==> config.mk <==
export PLATFORM = sky130hd
export DESIGN_NAME = dual_motor_speed_pid_core
export DESIGN_NICKNAME = d
export VERILOG_FILES = /design/src/hdl/dmsp_pkg.sv /design/src/hdl/dual_motor_speed_pid_core.sv /design/src/hdl/dmsp_div.sv /design/src/hdl/dmsp_dp.sv /design/src/hdl/dmsp_ctrl.sv
export SDC_FILE = /design/constraint.sdc
export NUM_CORES = 2
export LEC_CHECK = 0
export BUFFER_PORTS_ARGS = -buffer_cell sky130_fd_sc_hd__buf_2
export CAP_MARGIN = 30
export CORE_UTILIZATION = 40
export CTS_BUF_LIST = sky130_fd_sc_hd__clkbuf_16
export CTS_CLUSTER_DIAMETER = 120
export CTS_CLUSTER_SIZE = 20
export DETAILED_ROUTE_END_ITERATION = 7
export PLACE_DENSITY_LB_ADDON = 0.15
export SYNTH_ARGS = -nofsm -noshare
export SYNTH_HDL_FRONTEND = slang
export SYNTH_SLANG_ARGS = --single-unit
==> constraint.sdc <==
create_clock -name clk -period 12.2 [get_ports clk]
set_clock_uncertainty 0.05 [all_clocks]
set_input_delay 1.83 -clock clk [delete_from_list [all_inputs] [get_ports clk]]
set_output_delay 1.83 -clock clk [all_outputs]
set_load 0.05 [all_outputs]
==> src/hdl/dmsp_pkg.sv <==
// ----------------------------------------------------------------------------
// dmsp_pkg
// Shared types and constants of the dual motor speed PID core: register
// indexes, configuration record, controller command and status records.
// ----------------------------------------------------------------------------
`default_nettype none

package dmsp_pkg;

    // defaults of the top level parameters
    localparam int MOTOR_COUNT_DEF = 2;
    localparam int GAIN_FRAC_DEF   = 12;

    // fixed field widths
    localparam int GAIN_W   = 16;
    localparam int TGT_W    = 16;
    localparam int SCALE_W  = 24;
    localparam int DRV_W    = 16;
    localparam int MIND_W   = 17;
    localparam int CFG_IDX_W = 3;
    localparam int CFG_DAT_W = 24;

    // speed divider and accumulator widths
    localparam int DIV_W    = 40;
    localparam int DIV_CNT_W = 6;
    localparam int ACC_W    = 60;
    localparam int MAC_STEPS = 6;
    localparam int MAC_CNT_W = 3;

    // configuration register indexes
    typedef enum logic [CFG_IDX_W-1:0] {
        CFG_GAIN_P    = 3'd0,
        CFG_GAIN_I    = 3'd1,
        CFG_GAIN_D    = 3'd2,
        CFG_TARGET_A  = 3'd3,
        CFG_TARGET_B  = 3'd4,
        CFG_SCALE     = 3'd5,
        CFG_MAX_DRIVE = 3'd6,
        CFG_MIN_DRIVE = 3'd7
    } dmsp_cfg_idx_t;

    // term chosen by the shared multiplier
    typedef enum logic [1:0] {
        TERM_P = 2'd0,
        TERM_I = 2'd1,
        TERM_D = 2'd2
    } dmsp_term_t;

    typedef struct packed {
        logic        [GAIN_W-1:0]  gain_p;
        logic        [GAIN_W-1:0]  gain_i;
        logic        [GAIN_W-1:0]  gain_d;
        logic signed [TGT_W-1:0]   target_a;
        logic signed [TGT_W-1:0]   target_b;
        logic        [SCALE_W-1:0] speed_scale;
        logic        [DRV_W-1:0]   max_drive;
        logic signed [MIND_W-1:0]  min_drive;
    } dmsp_cfg_t;

    // controller to datapath
    typedef struct packed {
        logic       load;
        logic       scale;
        logic       div_start;
        logic       speed;
        logic       err;
        logic       integ;
        logic       mac_mul;
        logic       mac_acc;
        dmsp_term_t mac_term;
        logic       mac_hi;
        logic       absval;
        logic       clamp;
        logic       out_load;
    } dmsp_cmd_t;

    // datapath to controller
    typedef struct packed {
        logic motor_ok;
        logic div_done;
        logic out_free;
    } dmsp_sts_t;

endpackage

`default_nettype wire

==> src/hdl/dual_motor_speed_pid_core.sv <==
// ----------------------------------------------------------------------------
// dual_motor_speed_pid_core
// Two-motor PID speed controller: configuration registers, controller and
// datapath.
// ----------------------------------------------------------------------------
// Each input transfer is one control tick for motor A or B; the block returns
// one result transfer per tick with the measured speed (enc_delta times
// speed_scale over period_ms, Q23.8, saturated), the clamped control value,
// its direction and PWM magnitude. One item is in work at a time: a tick
// passes the speed product, the one-bit-per-cycle speed divider (40 quotient
// bits), the error and integral steps and the shared 17 x 21 bit multiplier
// that builds the PID sum in six partial products, then the clamp and the
// result register. The next tick is taken as soon as the controller is back
// in idle, even while the last result still waits to be taken. A tick for a
// motor number at or above MOTOR_COUNT is dropped in the scale state after
// its transfer, without a result. A zero target clears that motor's integral
// and prior error at the integral step. Registers are to be written only while
// no tick is in work; the block does not enforce it. cfg_ready is always high.
// ----------------------------------------------------------------------------
`default_nettype none

module dual_motor_speed_pid_core
    import dmsp_pkg::*;
#(
    parameter int MOTOR_COUNT    = MOTOR_COUNT_DEF,
    parameter int GAIN_FRAC_BITS = GAIN_FRAC_DEF
)(
    input  wire logic                 clk,
    input  wire logic                 rst_n,
    // configuration writes
    input  wire logic                 cfg_valid,
    output logic                      cfg_ready,
    input  wire logic [CFG_IDX_W-1:0] cfg_index,
    input  wire logic [CFG_DAT_W-1:0] cfg_data,
    // control ticks
    input  wire logic                 in_valid,
    output logic                      in_stall,
    input  wire logic                 motor,
    input  wire logic signed [15:0]   enc_delta,
    input  wire logic [15:0]          period_ms,
    // results
    output logic                      out_valid,
    input  wire logic                 out_stall,
    output logic                      motor_out,
    output logic                      forward,
    output logic [15:0]               pwm_level,
    output logic signed [31:0]        measured_speed,
    output logic signed [16:0]        control_value
);

    dmsp_cfg_t cfg_reg;
    dmsp_cmd_t cmd;
    dmsp_sts_t sts;

    assign cfg_ready = 1'b1;

    // register file
    always_ff @(posedge clk or negedge rst_n)
    begin
        if (!rst_n)
        begin
            cfg_reg.gain_p      <= 16'd4096;
            cfg_reg.gain_i      <= 16'd410;
            cfg_reg.gain_d      <= 16'd205;
            cfg_reg.target_a    <= '0;
            cfg_reg.target_b    <= '0;
            cfg_reg.speed_scale <= 24'd256;
            cfg_reg.max_drive   <= 16'hffff;
            cfg_reg.min_drive   <= 17'h10001;
        end
        else if (cfg_valid && cfg_ready)
        begin
            unique case (dmsp_cfg_idx_t'(cfg_index))
                CFG_GAIN_P:    cfg_reg.gain_p      <= cfg_data[GAIN_W-1:0];
                CFG_GAIN_I:    cfg_reg.gain_i      <= cfg_data[GAIN_W-1:0];
                CFG_GAIN_D:    cfg_reg.gain_d      <= cfg_data[GAIN_W-1:0];
                CFG_TARGET_A:  cfg_reg.target_a    <= $signed(cfg_data[TGT_W-1:0]);
                CFG_TARGET_B:  cfg_reg.target_b    <= $signed(cfg_data[TGT_W-1:0]);
                CFG_SCALE:     cfg_reg.speed_scale <= cfg_data[SCALE_W-1:0];
                CFG_MAX_DRIVE: cfg_reg.max_drive   <= cfg_data[DRV_W-1:0];
                CFG_MIN_DRIVE: cfg_reg.min_drive   <= $signed(cfg_data[MIND_W-1:0]);
                default:       cfg_reg             <= cfg_reg;
            endcase
        end
    end

    // tick sequencer
    dmsp_ctrl u_ctrl (
        .clk      (clk),
        .rst_n    (rst_n),
        .in_valid (in_valid),
        .in_stall (in_stall),
        .sts      (sts),
        .cmd      (cmd)
    );

    // arithmetic and result register
    dmsp_dp #(
        .MOTOR_COUNT    (MOTOR_COUNT),
        .GAIN_FRAC_BITS (GAIN_FRAC_BITS)
    ) u_dp (
        .clk            (clk),
        .rst_n          (rst_n),
        .cmd            (cmd),
        .sts            (sts),
        .cfg            (cfg_reg),
        .motor          (motor),
        .enc_delta      (enc_delta),
        .period_ms      (period_ms),
        .out_stall      (out_stall),
        .out_valid      (out_valid),
        .motor_out      (motor_out),
        .forward        (forward),
        .pwm_level      (pwm_level),
        .measured_speed (measured_speed),
        .control_value  (control_value)
    );

endmodule

`default_nettype wire

==> src/hdl/dmsp_div.sv <==
// ----------------------------------------------------------------------------
// dmsp_div
// Restoring divider, one quotient bit per cycle, for the speed quotient.
// ----------------------------------------------------------------------------
`default_nettype none

module dmsp_div
    import dmsp_pkg::*;
(
    input  wire logic             clk,
    input  wire logic             rst_n,
    input  wire logic             start,
    input  wire logic [DIV_W-1:0] dividend,
    input  wire logic [15:0]      divisor,
    output logic                  done,
    output logic [DIV_W-1:0]      quotient
);

    logic                 busy_reg;
    logic [DIV_CNT_W-1:0] cnt_reg;
    logic [DIV_W-1:0]     quo_reg;
    logic [15:0]          rem_reg;
    logic [15:0]          dsr_reg;

    logic [17:0]          diff_next;

    // trial subtract of the divisor from the shifted remainder
    assign diff_next = {1'b0, rem_reg, quo_reg[DIV_W-1]} - {2'b00, dsr_reg};

    assign done     = busy_reg && (cnt_reg == '0);
    assign quotient = quo_reg;

    // control
    always_ff @(posedge clk or negedge rst_n)
    begin
        if (!rst_n)
        begin
            busy_reg <= 1'b0;
            cnt_reg  <= '0;
        end
        else if (start)
        begin
            busy_reg <= 1'b1;
            cnt_reg  <= DIV_CNT_W'(DIV_W);
        end
        else if (done)
        begin
            busy_reg <= 1'b0;
        end
        else if (busy_reg)
        begin
            cnt_reg <= cnt_reg - 1'b1;
        end
    end

    // remainder and quotient shift
    always_ff @(posedge clk)
    begin
        if (start)
        begin
            quo_reg <= dividend;
            rem_reg <= '0;
            dsr_reg <= divisor;
        end
        else if (busy_reg && (cnt_reg != '0))
        begin
            if (diff_next[17])
            begin
                rem_reg <= {rem_reg[14:0], quo_reg[DIV_W-1]};
                quo_reg <= {quo_reg[DIV_W-2:0], 1'b0};
            end
            else
            begin
                rem_reg <= diff_next[15:0];
                quo_reg <= {quo_reg[DIV_W-2:0], 1'b1};
            end
        end
    end

endmodule

`default_nettype wire

==> src/hdl/dmsp_dp.sv <==
// ----------------------------------------------------------------------------
// dmsp_dp
// Datapath: speed product and quotient, error, integral and derivative,
// shared multiply-accumulate for the PID sum, truncation, clamp and the
// result register.
// ----------------------------------------------------------------------------
`default_nettype none

module dmsp_dp
    import dmsp_pkg::*;
#(
    parameter int MOTOR_COUNT    = MOTOR_COUNT_DEF,
    parameter int GAIN_FRAC_BITS = GAIN_FRAC_DEF
)(
    input  wire logic               clk,
    input  wire logic               rst_n,
    input  wire dmsp_cmd_t          cmd,
    output dmsp_sts_t               sts,
    input  wire dmsp_cfg_t          cfg,
    input  wire logic               motor,
    input  wire logic signed [15:0] enc_delta,
    input  wire logic [15:0]        period_ms,
    input  wire logic               out_stall,
    output logic                    out_valid,
    output logic                    motor_out,
    output logic                    forward,
    output logic [15:0]             pwm_level,
    output logic signed [31:0]      measured_speed,
    output logic signed [16:0]      control_value
);

    localparam int SHIFT = 8 + GAIN_FRAC_BITS;

    localparam logic signed [40:0] S41_MAX32 = 41'sd2147483647;
    localparam logic signed [40:0] S41_MIN32 = -41'sd2147483648;
    localparam logic signed [33:0] S34_MAX32 = 34'sd2147483647;
    localparam logic signed [33:0] S34_MIN32 = -34'sd2147483648;
    localparam logic signed [40:0] S41_MAX40 = 41'sd549755813887;
    localparam logic signed [40:0] S41_MIN40 = -41'sd549755813888;

    // captured item
    logic               motor_reg;
    logic               motor_ok_reg;
    logic signed [15:0] delta_reg;
    logic [15:0]        period_reg;

    // working values
    logic signed [40:0] prod_reg;
    logic signed [31:0] speed_reg;
    logic signed [31:0] err_reg;
    logic signed [39:0] integ_w_reg;
    logic signed [32:0] deriv_reg;
    logic signed [37:0] mprod_reg;
    logic               mhi_reg;
    logic signed [ACC_W-1:0] acc_reg;
    logic [ACC_W-1:0]   mag_reg;
    logic               neg_reg;
    logic signed [16:0] ctl_reg;

    // per motor state
    logic signed [39:0] integ_st_reg [MOTOR_COUNT];
    logic signed [31:0] prior_st_reg [MOTOR_COUNT];

    // result register
    logic               out_valid_reg;
    logic               motor_out_reg;
    logic               forward_reg;
    logic [15:0]        pwm_reg;
    logic signed [31:0] speed_out_reg;
    logic signed [16:0] ctl_out_reg;

    logic signed [40:0] prod_next;
    logic [DIV_W-1:0]   dividend;
    logic               div_done;
    logic [DIV_W-1:0]   quotient;
    logic signed [40:0] quo_s;
    logic signed [31:0] speed_next;
    logic signed [TGT_W-1:0] target;
    logic signed [33:0] diff34;
    logic signed [31:0] err_next;
    logic signed [39:0] integ_cur;
    logic signed [31:0] prior_cur;
    logic signed [40:0] isum41;
    logic signed [39:0] integ_next;
    logic signed [32:0] deriv_next;
    logic [GAIN_W-1:0]  mgain;
    logic signed [40:0] mopnd;
    logic signed [20:0] mchunk;
    logic signed [37:0] mprod_next;
    logic signed [ACC_W-1:0] maddend;
    logic signed [ACC_W-1:0] acc_next;
    logic [ACC_W-1:0]   mag_next;
    logic [ACC_W-1:0]   shifted;
    logic signed [ACC_W:0] ctl_wide;
    logic signed [ACC_W:0] maxd_wide;
    logic signed [ACC_W:0] mind_wide;
    logic signed [16:0] ctl_next;
    logic [16:0]        ctl_negated;
    logic [15:0]        pwm_next;
    logic               out_take;

    // speed product and divider operands
    assign prod_next = delta_reg * $signed({1'b0, cfg.speed_scale});
    assign dividend  = prod_reg[40] ? DIV_W'(-prod_reg) : prod_reg[DIV_W-1:0];

    dmsp_div u_div (
        .clk      (clk),
        .rst_n    (rst_n),
        .start    (cmd.div_start),
        .dividend (dividend),
        .divisor  (period_reg),
        .done     (div_done),
        .quotient (quotient)
    );

    // signed quotient saturated to 32 bits
    always_comb
    begin
        quo_s = prod_reg[40] ? -$signed({1'b0, quotient}) : $signed({1'b0, quotient});
        if (quo_s > S41_MAX32)
            speed_next = 32'sh7fffffff;
        else if (quo_s < S41_MIN32)
            speed_next = 32'sh80000000;
        else
            speed_next = quo_s[31:0];
    end

    // error against the selected target
    always_comb
    begin
        target = motor_reg ? cfg.target_b : cfg.target_a;
        diff34 = $signed({{10{target[TGT_W-1]}}, target, 8'h00})
               - $signed({{2{speed_reg[31]}}, speed_reg});
        if (diff34 > S34_MAX32)
            err_next = 32'sh7fffffff;
        else if (diff34 < S34_MIN32)
            err_next = 32'sh80000000;
        else
            err_next = diff34[31:0];
    end

    // state of the ticked motor
    always_comb
    begin
        integ_cur = '0;
        prior_cur = '0;
        for (int i = 0; i < MOTOR_COUNT; i++)
        begin
            if (motor_reg == 1'(i))
            begin
                integ_cur = integ_st_reg[i];
                prior_cur = prior_st_reg[i];
            end
        end
    end

    // saturating integral and derivative
    always_comb
    begin
        isum41 = $signed({integ_cur[39], integ_cur})
               + $signed({{9{err_reg[31]}}, err_reg});
        if (isum41 > S41_MAX40)
            integ_next = {1'b0, {39{1'b1}}};
        else if (isum41 < S41_MIN40)
            integ_next = {1'b1, 39'h0};
        else
            integ_next = isum41[39:0];
        deriv_next = $signed({err_reg[31], err_reg}) - $signed({prior_cur[31], prior_cur});
    end

    // shared multiplier: gain times the low 20 bits or the upper 21 bits of the term
    always_comb
    begin
        unique case (cmd.mac_term)
            TERM_P:
            begin
                mgain = cfg.gain_p;
                mopnd = $signed({{9{err_reg[31]}}, err_reg});
            end
            TERM_I:
            begin
                mgain = cfg.gain_i;
                mopnd = $signed({integ_w_reg[39], integ_w_reg});
            end
            TERM_D:
            begin
                mgain = cfg.gain_d;
                mopnd = $signed({{8{deriv_reg[32]}}, deriv_reg});
            end
            default:
            begin
                mgain = '0;
                mopnd = '0;
            end
        endcase
        mchunk     = cmd.mac_hi ? mopnd[40:20] : $signed({1'b0, mopnd[19:0]});
        mprod_next = $signed({1'b0, mgain}) * mchunk;
    end

    // accumulate, upper slices weighted by 2^20
    always_comb
    begin
        maddend = $signed({{(ACC_W-38){mprod_reg[37]}}, mprod_reg});
        if (mhi_reg)
            maddend = maddend <<< 20;
        acc_next = acc_reg + maddend;
        mag_next = acc_reg[ACC_W-1] ? ACC_W'(-acc_reg) : ACC_W'(acc_reg);
    end

    // truncate toward zero and clamp to the drive limits
    always_comb
    begin
        shifted   = mag_reg >> SHIFT;
        ctl_wide  = neg_reg ? -$signed({1'b0, shifted}) : $signed({1'b0, shifted});
        maxd_wide = $signed({{(ACC_W+1-DRV_W){1'b0}}, cfg.max_drive});
        mind_wide = $signed({{(ACC_W+1-MIND_W){cfg.min_drive[MIND_W-1]}}, cfg.min_drive});
        if (ctl_wide > maxd_wide)
            ctl_next = $signed({1'b0, cfg.max_drive});
        else if (ctl_wide < mind_wide)
            ctl_next = cfg.min_drive;
        else
            ctl_next = ctl_wide[16:0];
    end

    // magnitude, saturated for the most negative control
    always_comb
    begin
        ctl_negated = 17'(-ctl_reg);
        if (!ctl_reg[16])
            pwm_next = ctl_reg[15:0];
        else if (ctl_negated[16])
            pwm_next = 16'hffff;
        else
            pwm_next = ctl_negated[15:0];
    end

    // working registers
    always_ff @(posedge clk)
    begin
        if (cmd.load)
        begin
            motor_reg  <= motor;
            delta_reg  <= enc_delta;
            period_reg <= (period_ms == '0) ? 16'd1 : period_ms;
        end
        if (cmd.scale)
            prod_reg <= prod_next;
        if (cmd.speed)
            speed_reg <= speed_next;
        if (cmd.err)
            err_reg <= err_next;
        if (cmd.integ)
        begin
            integ_w_reg <= integ_next;
            deriv_reg   <= deriv_next;
        end
        if (cmd.mac_mul)
        begin
            mprod_reg <= mprod_next;
            mhi_reg   <= cmd.mac_hi;
        end
        if (cmd.absval)
        begin
            mag_reg <= mag_next;
            neg_reg <= acc_reg[ACC_W-1];
        end
        if (cmd.clamp)
            ctl_reg <= ctl_next;
    end

    // accumulator, cleared as the terms become ready
    always_ff @(posedge clk)
    begin
        if (cmd.integ)
            acc_reg <= '0;
        else if (cmd.mac_acc)
            acc_reg <= acc_next;
    end

    // motor present flag
    always_ff @(posedge clk or negedge rst_n)
    begin
        if (!rst_n)
            motor_ok_reg <= 1'b0;
        else if (cmd.load)
            motor_ok_reg <= (int'(motor) < MOTOR_COUNT);
    end

    // per motor integral and prior error, cleared on a zero target
    always_ff @(posedge clk or negedge rst_n)
    begin
        if (!rst_n)
        begin
            for (int i = 0; i < MOTOR_COUNT; i++)
            begin
                integ_st_reg[i] <= '0;
                prior_st_reg[i] <= '0;
            end
        end
        else if (cmd.integ)
        begin
            for (int i = 0; i < MOTOR_COUNT; i++)
            begin
                if (motor_reg == 1'(i))
                begin
                    integ_st_reg[i] <= (target == '0) ? '0 : integ_next;
                    prior_st_reg[i] <= (target == '0) ? '0 : err_reg;
                end
            end
        end
    end

    // result register and its valid flag
    assign out_take = out_valid_reg && !out_stall;

    always_ff @(posedge clk or negedge rst_n)
    begin
        if (!rst_n)
            out_valid_reg <= 1'b0;
        else if (cmd.out_load)
            out_valid_reg <= 1'b1;
        else if (out_take)
            out_valid_reg <= 1'b0;
    end

    always_ff @(posedge clk)
    begin
        if (cmd.out_load)
        begin
            motor_out_reg <= motor_reg;
            forward_reg   <= !ctl_reg[16];
            pwm_reg       <= pwm_next;
            speed_out_reg <= speed_reg;
            ctl_out_reg   <= ctl_reg;
        end
    end

    assign sts.motor_ok = motor_ok_reg;
    assign sts.div_done = div_done;
    assign sts.out_free = !out_valid_reg || !out_stall;

    assign out_valid      = out_valid_reg;
    assign motor_out      = motor_out_reg;
    assign forward        = forward_reg;
    assign pwm_level      = pwm_reg;
    assign measured_speed = speed_out_reg;
    assign control_value  = ctl_out_reg;

endmodule

`default_nettype wire

==> src/hdl/dmsp_ctrl.sv <==
// ----------------------------------------------------------------------------
// dmsp_ctrl
// Controller: sequences one control tick through the datapath, from the
// input transfer to the result register.
// ----------------------------------------------------------------------------
`default_nettype none

module dmsp_ctrl
    import dmsp_pkg::*;
(
    input  wire logic      clk,
    input  wire logic      rst_n,
    input  wire logic      in_valid,
    output logic           in_stall,
    input  wire dmsp_sts_t sts,
    output dmsp_cmd_t      cmd
);

    typedef enum logic [10:0] {
        ST_IDLE  = 11'b000_0000_0001,
        ST_SCALE = 11'b000_0000_0010,
        ST_DIVS  = 11'b000_0000_0100,
        ST_DIVW  = 11'b000_0000_1000,
        ST_SPEED = 11'b000_0001_0000,
        ST_ERR   = 11'b000_0010_0000,
        ST_INTEG = 11'b000_0100_0000,
        ST_MAC   = 11'b000_1000_0000,
        ST_ABS   = 11'b001_0000_0000,
        ST_CLAMP = 11'b010_0000_0000,
        ST_OUT   = 11'b100_0000_0000
    } dmsp_state_t;

    dmsp_state_t          state_reg;
    dmsp_state_t          state_next;
    logic [MAC_CNT_W-1:0] mac_cnt_reg;
    logic [MAC_CNT_W-1:0] mac_cnt_next;

    assign in_stall = (state_reg != ST_IDLE);

    // next state and commands
    always_comb
    begin
        state_next   = state_reg;
        mac_cnt_next = mac_cnt_reg;
        cmd          = '0;
        cmd.mac_term = dmsp_term_t'(mac_cnt_reg[2:1]);
        cmd.mac_hi   = mac_cnt_reg[0];
        unique case (state_reg)
            ST_IDLE:
            begin
                if (in_valid)
                begin
                    cmd.load   = 1'b1;
                    state_next = ST_SCALE;
                end
            end
            ST_SCALE:
            begin
                cmd.scale  = 1'b1;
                state_next = sts.motor_ok ? ST_DIVS : ST_IDLE;
            end
            ST_DIVS:
            begin
                cmd.div_start = 1'b1;
                state_next    = ST_DIVW;
            end
            ST_DIVW:
            begin
                if (sts.div_done)
                    state_next = ST_SPEED;
            end
            ST_SPEED:
            begin
                cmd.speed  = 1'b1;
                state_next = ST_ERR;
            end
            ST_ERR:
            begin
                cmd.err    = 1'b1;
                state_next = ST_INTEG;
            end
            ST_INTEG:
            begin
                cmd.integ    = 1'b1;
                mac_cnt_next = '0;
                state_next   = ST_MAC;
            end
            ST_MAC:
            begin
                // multiply one slice while the previous product accumulates
                cmd.mac_mul  = (mac_cnt_reg != MAC_CNT_W'(MAC_STEPS));
                cmd.mac_acc  = (mac_cnt_reg != '0);
                mac_cnt_next = mac_cnt_reg + 1'b1;
                if (mac_cnt_reg == MAC_CNT_W'(MAC_STEPS))
                    state_next = ST_ABS;
            end
            ST_ABS:
            begin
                cmd.absval = 1'b1;
                state_next = ST_CLAMP;
            end
            ST_CLAMP:
            begin
                cmd.clamp  = 1'b1;
                state_next = ST_OUT;
            end
            ST_OUT:
            begin
                if (sts.out_free)
                begin
                    cmd.out_load = 1'b1;
                    state_next   = ST_IDLE;
                end
            end
            default:
            begin
                state_next = ST_IDLE;
            end
        endcase
    end

    // state registers
    always_ff @(posedge clk or negedge rst_n)
    begin
        if (!rst_n)
        begin
            state_reg   <= ST_IDLE;
            mac_cnt_reg <= '0;
        end
        else
        begin
            state_reg   <= state_next;
            mac_cnt_reg <= mac_cnt_next;
        end
    end

endmodule

`default_nettype wire
==> flow_summary.json <==
{
  "port_buffers": 133,
  "clk_transition_reported_paths_ns": 0.09,
  "yosys_most_used_dff": "sky130_fd_sc_hd__edfxtp_1",
  "area_growth_syn_to_layout_pct": 6.919,
  "detail-route-antenna-nets": 0,
  "grt_start_max_net_pins": 89,
  "grt_pass1_wl_mm": 327.9,
  "synth-adder-area-share_pct": 26.94,
  "timing.hold.worst.class": "flop to flop",
  "antenna_violations_before_repair": 17,
  "postCtsSetupBuffers": 0,
  "largest_register_ff_count": 137,
  "fin_crit_share_pct": 76.86,
  "post_synth_mux_area_share_pct": 5.107,
  "synth_simple_gate_area_share_pct": 13.47,
  "global_routing_usage_summed_across_all_routing_layers_pct": 23.68,
  "r2r_setup_slack_ns": 2.82,
  "final_hold_viol_count": 0,
  "timing.final.crit_period_ns": 9.377,
  "die_width_um": 424.6,
  "critical_path.endpoint_type": "flop",
  "route.vias.total": 52620,
  "synthDominantCellAreaShare_pct": 18.11,
  "final-setup-viol-count": 0,
  "post_cts_resized": 0,
  "synth-warning-count": 0,
  "fin_hold_ws_ns": 0.3566,
  "syn-mean-instance-area_um2": 9.593,
  "floorplan.die_area_mm2": 0.1803,
  "tritoncts": "done",
  "synth_top_family_by_area": "adder cells",
  "worst-endpoint-required_ns": 12.59,
  "drtPass1Iterations": 7,
  "unrepaired_setup_endpoints_after_global_routing": "false",
  "first_global_vias": 53780,
  "synthArstFlopShare_pct": 37.48,
  "status": "completed",
  "synth-seq-cells": 811,
  "place_inst": 9687,
  "ctsHoldBuffers": 0,
  "synth-edff-count": 431,
  "maxCapViolCount": 0,
  "postSynthCellCount": 7448,
  "critical_path_arrival_ns": 9.77,
  "critPathLaunch": "u_ctrl.mac_cnt_reg[2]",
  "worstReg2RegStart": "u_ctrl.mac_cnt_reg[2]",
  "clk-insertion-delay-late_ns": 0.74,
  "number_of_buffers_created_by_cts": 51,
  "avgRoutedWirePerCell_um": 21.57,
  "worstMarginPinSlew_ns": 1.080,
  "tns_ns": 0,
  "drt_iter0_markers": 3542,
  "drive_above_1_share_pct": 8.461,
  "layout.area.seq_mm2": 0.02212,
  "hpwlAfterDp_mm": 163.7,
  "count_of_different_cell_masters_after_synthesis": 88,
  "compound_cell_area_share_of_the_yosys_netlist_pct": 11.95,
  "relSlewSlack_pct": 27.99,
  "finish.cell_count_without_fillers": 9792,
  "depth_of_the_cts_h_tree": 2,
  "final_cell_mix": "sky130_fd_sc_hd__nand2_1 (984), sky130_fd_sc_hd__inv_1 (970), sky130_fd_sc_hd__fa_1 (645), sky130_fd_sc_hd__ha_1 (489), sky130_fd_sc_hd__o21ai_0 (445)",
  "layout.filler_cells": 17270,
  "critical_path.startpoint_type": "flop",
  "globalRouteOverflowTotal": 0,
  "initial_core_util_pct": 40.44,
  "synth_top_cells_by_area": "sky130_fd_sc_hd__edfxtp_1 (18%), sky130_fd_sc_hd__fa_1 (18%), sky130_fd_sc_hd__dfrtp_1 (9.6%)",
  "tritoncts_num_sinks": 811,
  "floorplan.die.height_um": 424.6,
  "total_detailed_routing_wirelength_mm": 211.2,
  "synthXorXnorAreaFrac_pct": 4.830,
  "layout.cells.most_common": "sky130_fd_sc_hd__nand2_1",
  "hold_start": "u_dp.period_reg[3]",
  "clockRootBuffer": "sky130_fd_sc_hd__clkbuf_16",
  "critical_path.max_fanout": 43,
  "core_area_mm2": 0.1767,
  "maximum_clock_frequency_mhz": 106.6,
  "gp_congestion": 0.9145,
  "synth_seq_area_share_pct": 30.95,
  "nNetsFinal": 8602,
  "drt_via_density": 5.373,
  "multi_input_area_mm2": 0.04463,
  "placement_rows": 154,
  "netlist_area_mm2": 0.07145,
  "drt_drc_violations_left": 0,
  "clock_path_buffers": 3,
  "io_pins": 135,
  "syn_nets": 8647,
  "final_max_slew_viol_count": 0,
  "dominant_cell_type_by_area_after_synthesis": "sky130_fd_sc_hd__edfxtp_1",
  "worst-setup-path-type": "flop to flop"
}
[cell families after synthesis]
family,after synthesis
DFF,811
other,1
and+or+nand+nor,2100
adders and majority gates,1156
AOI/OAI and AO/OA,1373
muxes,336
buffers and inverters,1277
xor gates and xnor gates,394
[routing by layer]
layer	vias up	track usage, %	part of all wire (%)
li1	24800	-	-
met5	-	0	0
met2	1073	40.46	49
met3	240	3.011	4.5
met1	26500	31.10	44
met4	0	7.347	3.2
[worst max-delay path, cell delays in order, from the launching register on]
cell and delay (ns):
sky130_fd_sc_hd__dfrtp_4 0.86, sky130_fd_sc_hd__mux2i_1 0.65, sky130_fd_sc_hd__o21ai_0 0.23, sky130_fd_sc_hd__o21ai_0 0.73, sky130_fd_sc_hd__nor2_1 0.16, sky130_fd_sc_hd__fa_1 0.54, sky130_fd_sc_hd__inv_1 0.05, sky130_fd_sc_hd__fa_1 0.50
sky130_fd_sc_hd__fa_1 0.51, sky130_fd_sc_hd__inv_1 0.05, sky130_fd_sc_hd__fa_1 0.48, sky130_fd_sc_hd__fa_1 0.58, sky130_fd_sc_hd__inv_1 0.07, sky130_fd_sc_hd__fa_1 0.52, sky130_fd_sc_hd__inv_1 0.04, sky130_fd_sc_hd__ha_1 0.35
sky130_fd_sc_hd__a21oi_1 0.15, sky130_fd_sc_hd__o22ai_1 0.09, sky130_fd_sc_hd__o21a_1 0.16, sky130_fd_sc_hd__a211oi_1 0.21, sky130_fd_sc_hd__o31a_1 0.24, sky130_fd_sc_hd__o21ai_0 0.17, sky130_fd_sc_hd__o41ai_1 0.58, sky130_fd_sc_hd__o21ai_0 0.30
sky130_fd_sc_hd__o41a_1 0.40, sky130_fd_sc_hd__a211oi_1 0.26, sky130_fd_sc_hd__xnor2_1 0.09
[final cells by class]
type                    instances  area share [%]
repair buffers                232           2.034
flip-flops and latches        811           28.95
well taps                    2340           3.833
diodes                          6         0.01965
inverters                     947           4.657
clock inverters                45          0.4144
clock buffers                  51           1.671
multi-input cells            5360           58.42
[stage by stage]
stage          worst slack, ns  util, %  cell area [um^2]
2_1_floorplan            3.600        -             71450
3_3_place_gp             2.626    42.20             74560
3_5_place_dp             2.813    42.30             74730
5_1_grt                  2.276    43.23             76390
6_report                 2.823    43.23             76390
4_1_cts                  2.748    43.20             76330
[worst paths after layout]
kind | endpoint | depth (start not counted)
setup / recovery | u_dp.mprod_reg[36] | 26
hold / removal | u_dp.u_div.dsr_reg[3] | 0
setup reg to reg | u_dp.mprod_reg[36] | 26
hold reg to reg | u_dp.u_div.dsr_reg[3] | 0
max in group asynchronous | cfg_reg[25] | 4
min in group asynchronous | cfg_reg[57] | 1
[cells in the mapped netlist, types with 24 or more instances]
| library cell | number |
|---|---|
| sky130_fd_sc_hd__nand4_1 | 44 |
| sky130_fd_sc_hd__nand2_1 | 985 |
| sky130_fd_sc_hd__or4_1 | 25 |
| sky130_fd_sc_hd__nor3_1 | 74 |
| sky130_fd_sc_hd__o21ai_0 | 451 |
| sky130_fd_sc_hd__fa_1 | 645 |
| sky130_fd_sc_hd__a211oi_1 | 34 |
| sky130_fd_sc_hd__inv_1 | 944 |
| sky130_fd_sc_hd__dfstp_2 | 31 |
| sky130_fd_sc_hd__nor2b_1 | 60 |
| sky130_fd_sc_hd__edfxtp_1 | 431 |
| sky130_fd_sc_hd__nand2b_1 | 82 |
| sky130_fd_sc_hd__o31ai_1 | 53 |
| sky130_fd_sc_hd__dfxtp_1 | 76 |
| sky130_fd_sc_hd__nor4_1 | 35 |
| sky130_fd_sc_hd__dfrtp_1 | 273 |
| sky130_fd_sc_hd__a31oi_1 | 36 |
| sky130_fd_sc_hd__ha_1 | 489 |
| sky130_fd_sc_hd__clkbuf_1 | 300 |
| sky130_fd_sc_hd__or3_1 | 33 |
| sky130_fd_sc_hd__nor2_1 | 406 |
| sky130_fd_sc_hd__and2_1 | 175 |
| sky130_fd_sc_hd__a21oi_1 | 335 |
| sky130_fd_sc_hd__nand3_1 | 76 |
| sky130_fd_sc_hd__and3_1 | 24 |
| sky130_fd_sc_hd__a21o_1 | 147 |
| sky130_fd_sc_hd__o31a_1 | 35 |
| sky130_fd_sc_hd__mux2i_1 | 108 |
| sky130_fd_sc_hd__mux2_2 | 228 |
| sky130_fd_sc_hd__o21a_1 | 47 |
| sky130_fd_sc_hd__xor2_1 | 144 |
| sky130_fd_sc_hd__or2_2 | 28 |
| sky130_fd_sc_hd__buf_1 | 26 |
| sky130_fd_sc_hd__xnor2_1 | 250 |
| sky130_fd_sc_hd__o21bai_1 | 39 |
Power is not shown: default switching activity piles up to over one toggle a cycle in this logic, so the estimate is an artifact.
